===== src/hw/rtl/bfa_pkg.sv =====
// Shared constants, codes and interface types of the bitmap frame allocator.
package bfa_pkg;

  // Bitmap geometry: 1024 words of 32 frames each.
  localparam int WORDS     = 1024;
  localparam int WORD_BITS = 32;
  localparam int ADDR_W    = 10;
  localparam int BIT_W     = 5;
  localparam int FRAME_W   = 15;
  localparam int CNT_W     = 16;
  localparam logic [CNT_W-1:0] MAX_FRAMES = 16'h8000;

  // Stream payload widths.
  localparam int S_DATA_W = 32;
  localparam int S_USER_W = 2;
  localparam int M_DATA_W = 48;
  localparam int M_USER_W = 2;

  typedef enum logic [1:0] {
    OP_ALLOC       = 2'd0,
    OP_FREE        = 2'd1,
    OP_REGION_FREE = 2'd2,
    OP_MARK_USED   = 2'd3
  } op_t;

  typedef enum logic [1:0] {
    STS_OK     = 2'd0,
    STS_NO_RUN = 2'd1,
    STS_ZERO   = 2'd2
  } status_t;

  // Commands from the controller to the datapath.
  typedef struct packed {
    logic load;
    logic decide;
    logic fill;
    logic scan;
    logic mark_rd;
    logic mark_wr;
    logic zero_rd;
    logic zero_wr;
    logic emit;
  } cmd_t;

  // Status from the datapath to the controller.
  typedef struct packed {
    op_t  op;
    logic zero_cnt;
    logic enough;
    logic rng_empty;
    logic scan_hit;
    logic scan_last;
    logic at_hi;
    logic fill_last;
  } dp_status_t;

  // One result item.
  typedef struct packed {
    status_t            status;
    logic [FRAME_W-1:0] alloc_frame;
    logic [CNT_W-1:0]   used_frames;
    logic [CNT_W-1:0]   free_frames;
  } result_t;

endpackage


===== src/hw/rtl/bfa_ctrl.sv =====
// Sequencing state machine of the bitmap frame allocator.
module bfa_ctrl (
  input  logic                clk,
  input  logic                rst,
  input  logic                cfg_we,
  input  logic                in_valid,
  input  logic                out_free,
  input  bfa_pkg::dp_status_t st,
  output logic                in_ready,
  output bfa_pkg::cmd_t       cmd
);

  typedef enum logic [3:0] {
    S_FILL, S_IDLE, S_DECIDE, S_SCAN, S_MRD, S_MWR, S_ZRD, S_ZWR, S_DONE
  } state_t;

  state_t state;

  assign in_ready = (state == S_IDLE);

  // Commands follow directly from the state, with load qualified by in_valid and emit by out_free.
  always_comb begin
    cmd = '0;
    unique case (state)
      S_FILL:   cmd.fill    = 1'b1;
      S_IDLE:   cmd.load    = in_valid;
      S_DECIDE: cmd.decide  = 1'b1;
      S_SCAN:   cmd.scan    = 1'b1;
      S_MRD:    cmd.mark_rd = 1'b1;
      S_MWR:    cmd.mark_wr = 1'b1;
      S_ZRD:    cmd.zero_rd = 1'b1;
      S_ZWR:    cmd.zero_wr = 1'b1;
      S_DONE:   cmd.emit    = out_free;
      default:  cmd = '0;
    endcase
  end

  // State register; a configuration write restarts the fill sweep.
  always_ff @(posedge clk) begin
    if (rst) begin
      state <= S_FILL;
    end else if (cfg_we) begin
      state <= S_FILL;
    end else begin
      unique case (state)
        S_FILL:   if (st.fill_last) state <= S_IDLE;
        S_IDLE:   if (in_valid) state <= S_DECIDE;
        S_DECIDE: begin
          if (st.zero_cnt) begin
            state <= S_DONE;
          end else if (st.op == bfa_pkg::OP_ALLOC) begin
            state <= st.enough ? S_SCAN : S_DONE;
          end else if (st.rng_empty) begin
            state <= (st.op == bfa_pkg::OP_REGION_FREE) ? S_ZRD : S_DONE;
          end else begin
            state <= S_MRD;
          end
        end
        S_SCAN: begin
          if (st.scan_hit) state <= S_MRD;
          else if (st.scan_last) state <= S_DONE;
        end
        S_MRD:    state <= S_MWR;
        S_MWR: begin
          if (st.at_hi) begin
            state <= (st.op == bfa_pkg::OP_REGION_FREE) ? S_ZRD : S_DONE;
          end else begin
            state <= S_MRD;
          end
        end
        S_ZRD:    state <= S_ZWR;
        S_ZWR:    state <= S_DONE;
        S_DONE:   if (out_free) state <= S_IDLE;
        default:  state <= S_FILL;
      endcase
    end
  end

endmodule


===== config.mk =====
export PLATFORM = sky130hd
export DESIGN_NAME = bfa_ctrl
export DESIGN_NICKNAME = d
export VERILOG_FILES = /design/src/hw/rtl/bfa_pkg.sv /design/src/hw/rtl/bfa_ctrl.sv
export SDC_FILE = /design/constraint.sdc
export NUM_CORES = 1
export LEC_CHECK = 0
export ABC_AREA = 1
export BUFFER_PORTS_ARGS = -buffer_cell sky130_fd_sc_hd__buf_2
export CELL_PAD_IN_SITES_DETAIL_PLACEMENT = 1
export CELL_PAD_IN_SITES_GLOBAL_PLACEMENT = 2
export CORE_ASPECT_RATIO = 0.7
export CORE_MARGIN = 10
export CORE_UTILIZATION = 20
export CTS_BUF_LIST = sky130_fd_sc_hd__clkbuf_4 sky130_fd_sc_hd__clkbuf_8 sky130_fd_sc_hd__clkbuf_16
export CTS_CLUSTER_SIZE = 24
export DETAILED_ROUTE_END_ITERATION = 7
export PLACE_DENSITY = 0.81
export SETUP_SLACK_MARGIN = 0.02
export SYNTH_ARGS = -nofsm -noshare
export SYNTH_HDL_FRONTEND = slang
export SYNTH_SLANG_ARGS = --single-unit

===== constraint.sdc =====
create_clock -name clk -period 1.7 [get_ports clk]
set_input_delay 0.255 -clock clk [delete_from_list [all_inputs] [get_ports clk]]
set_output_delay 0.255 -clock clk [all_outputs]
set_load 0.05 [all_outputs]

# Yosys cells after proc, flatten, opt, wreduce, memory -nomap -nowiden
# Index checks and enable logic that the tools add are counted.
dict set report classes {
  n_eq_ne 13
  muxes 21
  n_reduce_logical 4
}
# operator count
set op_table {}
lappend op_table {{$mux W4} 11}
lappend op_table {{$pmux W4 S9} 1}
lappend op_table {{$eq A4 B3 Y1 const B} 4}
lappend op_table {{$mux W1} 9}
lappend op_table {{$eq A4 B2 Y1 const B} 2}
lappend op_table {{$ne A2 B2 Y1 const B} 3}
lappend op_table {{$eq A4 B1 Y1 const B} 1}
lappend op_table {{$eq A4 B4 Y1 const B} 1}
lappend op_table {{$logic_not A4 Y1} 1}
lappend op_table {{$reduce_and A4 Y1} 1}
lappend op_table {{$ne A3 B3 Y1 const B} 1}
lappend op_table {{$eq A2 B2 Y1 const B} 1}
lappend op_table {{$logic_not A2 Y1} 1}
lappend op_table {{$reduce_or A2 Y1} 1}
dict set report totals {
  register_bits 4
  output_inout_bits 10
  elab_cells 39
}

# Depth between registers and ports, before layout
dict set report logic_depth {
  depth_word 6
  mapped_depth 9
}

# Worst setup path after synthesis
# No wires, ideal clock.
dict set report synth_path {
  path_kind {flip-flop to output port}
  start {register state[0]}
  end {output port cmd[0] (netlist name)}
  t_arrival_ns 1.658
  n_path_buf 0
  setup_slack_ns -0.213
  stages_incl_launch_ff 4
  t_required_ns 1.445
  path_cell_list {dfxtp_1 > nor2_1 > nand2_1 > nor3_1}
}
# element line
set synth_rtl {}
lappend synth_rtl {{from (decl)} bfa_ctrl.sv:17} ;# state_t state;
lappend synth_rtl {{from (signal assigned)} bfa_ctrl.sv:52} ;# state <= st.enough ? S_SCAN : S_DONE;
lappend synth_rtl {{from (signal assigned)} bfa_ctrl.sv:54} ;# state <= (st.op == bfa_pkg::OP_REGION_FREE) ? S_ZRD : S_DONE;
lappend synth_rtl {{from (signal assigned)} bfa_ctrl.sv:66} ;# state <= (st.op == bfa_pkg::OP_REGION_FREE) ? S_ZRD : S_DONE;
lappend synth_rtl {{to (decl)} bfa_ctrl.sv:10} ;# output bfa_pkg::cmd_t cmd

# Final worst setup path
dict set report layout_path {
  start {register state[2]}
  end {output port in_ready}
}
dict set report layout_between {
  elab_chain_cells 1
}
# element line
set layout_lines {}
lappend layout_lines {{$eq A4 B1 Y1} bfa_ctrl.sv:19} ;# assign in_ready = (state == S_IDLE);
lappend layout_lines {{to (decl)} bfa_ctrl.sv:9} ;# output logic in_ready,
# No other way between the ends.

==> impl_summary.md <==
Status
The flow ran to the end, and the final reports show no timing, DRC or antenna violations.

Final layout
The synthesis-to-layout area growth is 43.7%. The total area of multi-input combinational cells is 323 sq um. The largest registers in the layout are state x4. The sequential cell area in the final layout is 82.6 sq um. In the final design database the tool counted 129 nets. The antenna cell count is 0.

The share of post-route cells with drive strength above 1 is 0.398. The register with the most flip-flops in the layout has 4 of them. After filler insertion, the fill cell instance count of the layout stands at 313.

The largest register by flop count is state. The library cell used most frequently in the layout, excluding fill and tap cells, is sky130_fd_sc_hd__nand2_1. The top cell types in the final layout, fill and taps aside, are sky130_fd_sc_hd__nand2_1, sky130_fd_sc_hd__buf_2, sky130_fd_sc_hd__inv_1.

Clock tree
The number of CTS-inserted buffers is 3. The number of clock sinks is 4. TritonCTS built the clock tree. In this run the deepest clock path goes through 2 buffers. After clock tree synthesis, the flow added hold-fix buffers numbering 0. The tree is rooted in a sky130_fd_sc_hd__clkbuf_4.

The H-tree depth is 1. The clock network latency to the later pin of the worst-skew pair is 240 ps. After clock tree synthesis, the clock-pin slew on the worst setup and hold paths is 40 ps.

Global routing
The first global-routing pass estimated 2.98 mm of wire. Entering global routing, the biggest net connects 8 pins. The initial antenna violation count is 0. In the global route stage, overall resource usage came out at 0.0810.

After global routing the overflow that remains totals 0. The number of global-route vias before repair was 615.

Detailed routing
The DRC violation count after routing is 0. The antenna violation net count after detailed routing is 0. The first-pass detailed-route iteration total is 4. The via count of the routed design is 596.

The routed length per placed instance is 12.4 um. In the routed layout, each cell is associated on average with a via count of 4.11. After the first detailed-routing iteration, the DRC count stood at 21. The total wirelength of the detailed-routed design is 1.79 mm.

Placement
The total of buffers placed on input and output ports is 23. The half-perimeter wire length of the detailed placement result is 1.55 mm. Timing analysis after detailed placement gives a worst setup slack of 265 ps. The global placer's final weighted congestion is 0.785.

Timing
The total count of hold-check failures in the final report came to 0. Setup violations remaining at the end of the flow were counted as 0. Setup repair after global routing left no endpoint under its margin. The actual transition at the worst max-transition pin is 289 ps. The number of pins with negative max-slew slack in the final report is 0. Timing would allow up to 0.629 GHz. Dividing the final minimum period by the clock period gives 0.936. The worst slew margin relative to its limit is 0.807. The shortest clock period the worst path allows after layout is 1590 ps. For the final database, setup skew stands at 0.554 ps.

The final setup slack of the worst path is 109 ps. The sum of negative setup slack is 0 ps.

Power and ir drop
The static leakage is 0.000388 uW. The total power per unit cell area is 477 nW/um^2. IR analysis of the VDD net gives a maximum drop of 0.347 mV.

Setup path
The slowest stage of the critical path is the sky130_fd_sc_hd__dfxtp_1 cell. The arrival time of data at the critical path endpoint is 1340 ps. The type of element launching the critical path is a flip-flop.

The type of element capturing the critical path is an output pin. The highest cell delay on the worst timing path is 350 ps. By startpoint and endpoint, the worst setup path is classified as reg2out. The critical path goes through nor2_2, nand2_1, inv_1, buf_2. The maximum net fanout on the critical path is 5. The data required time of the critical path is 1440 ps.

Floorplan
The initial core utilization is 0.211. The width of the die is 77.2 um. The die is 60.0 um tall. The core area is 2170 sq um. The I/O pin total is 24. The number of core rows is 14. The die outline area is 4630 sq um.

Synth
The Yosys warning count is 0. The number of register bits inferred by synthesis is 4. The count of distinct cell types in the synthesized netlist is 18.

The proportion of synthesized chip area in sequential cells is 0.175. In this run the cell area of the synthesized design comes to 458 sq um. The cell count after synthesis came out at 87. When the netlist entered floorplanning its net count stood at 101. The post-synthesis area per instance is 5.26 sq um.

Min path
In this run the worst hold path is classified as in2reg.

Run
The count of maximum capacitance violations is 0.
## repair_timing
action | in CTS | in global routing
gates resized for setup | 2 | 4
endpoints found under the setup margin | 2 | 5
buffers inserted | 0 | 0
## worst max-delay path: cells and delay by family (launching register included)
family / cells / cell delay (ps)
buf+inv: 2 / 320
flops: 1 / 350
simple gates: 2 / 420
## final timing paths
check	startpoint	to	slack, ps	depth (start not counted)
max	state[2]	in_ready	110	4
min	rst	state[2]	300	4
max reg2reg	state[2]	state[1]	400	7
min reg2reg	state[0]	state[0]	560	2
## power by group
part           total, uW  switching [uW]  leakage [uW]  internal, uW
Clock                125            45.7     0.0000138          79.4
Combinational       88.0            57.7      0.000341          30.3
Sequential           101            4.34     0.0000333          96.7
Total                314             108      0.000388           206
## cell type report
type,count,area share
inverters,18,0.103
flip-flops and latches,4,0.125
well taps,32,0.0608
repair buffers,23,0.186
multi-input cells,65,0.490
clock buffers,3,0.0342
## synth_stat cells, drive strengths merged
| cell type | n | area (sq um) |
|---|---|---|
| a21oi | 3 | 18.8 |
| dfxtp | 4 | 80.1 |
| inv | 18 | 67.6 |
| nand2 | 27 | 111 |
| nand3 | 9 | 45.0 |
| nand3b | 1 | 7.51 |
| nand4 | 1 | 6.26 |
| nor2 | 18 | 87.6 |
| nor3 | 2 | 10.0 |
| o211ai | 1 | 7.51 |
| o21ai | 2 | 10.0 |
| or2 | 1 | 6.26 |
## metrics by stage
stage / utilization / hold slack (ps) / power (uW) / instances / area (sq um)
2_1_floorplan: - / 420 / 157 / 87 / 468
3_3_place_gp: 0.287 / 557 / 187 / 142 / 623
3_5_place_dp: 0.287 / 558 / 189 / 142 / 623
4_1_cts: 0.300 / 302 / 317 / 145 / 651
5_1_grt: 0.303 / 324 / 338 / 145 / 658
6_report: 0.303 / 301 / 314 / 145 / 658
## kinds of logic (layout without fill, tap and decap cells)
kind of cell	count (synthesis)	after routing	share of synthesized area
compound gates	6	6	0.0792
simple gates	59	59	0.598
flops	4	4	0.175
buf+inv	18	44	0.148
## layer usage
metal	track usage	wire length, um	vias up
li1	-	-	319
met3	0.0434	109	0
met5	0	0	-
met1	0.109	1010	260
met2	0.113	676	17
met4	0.00777	0	0
Power figures use the tool's default switching activity.
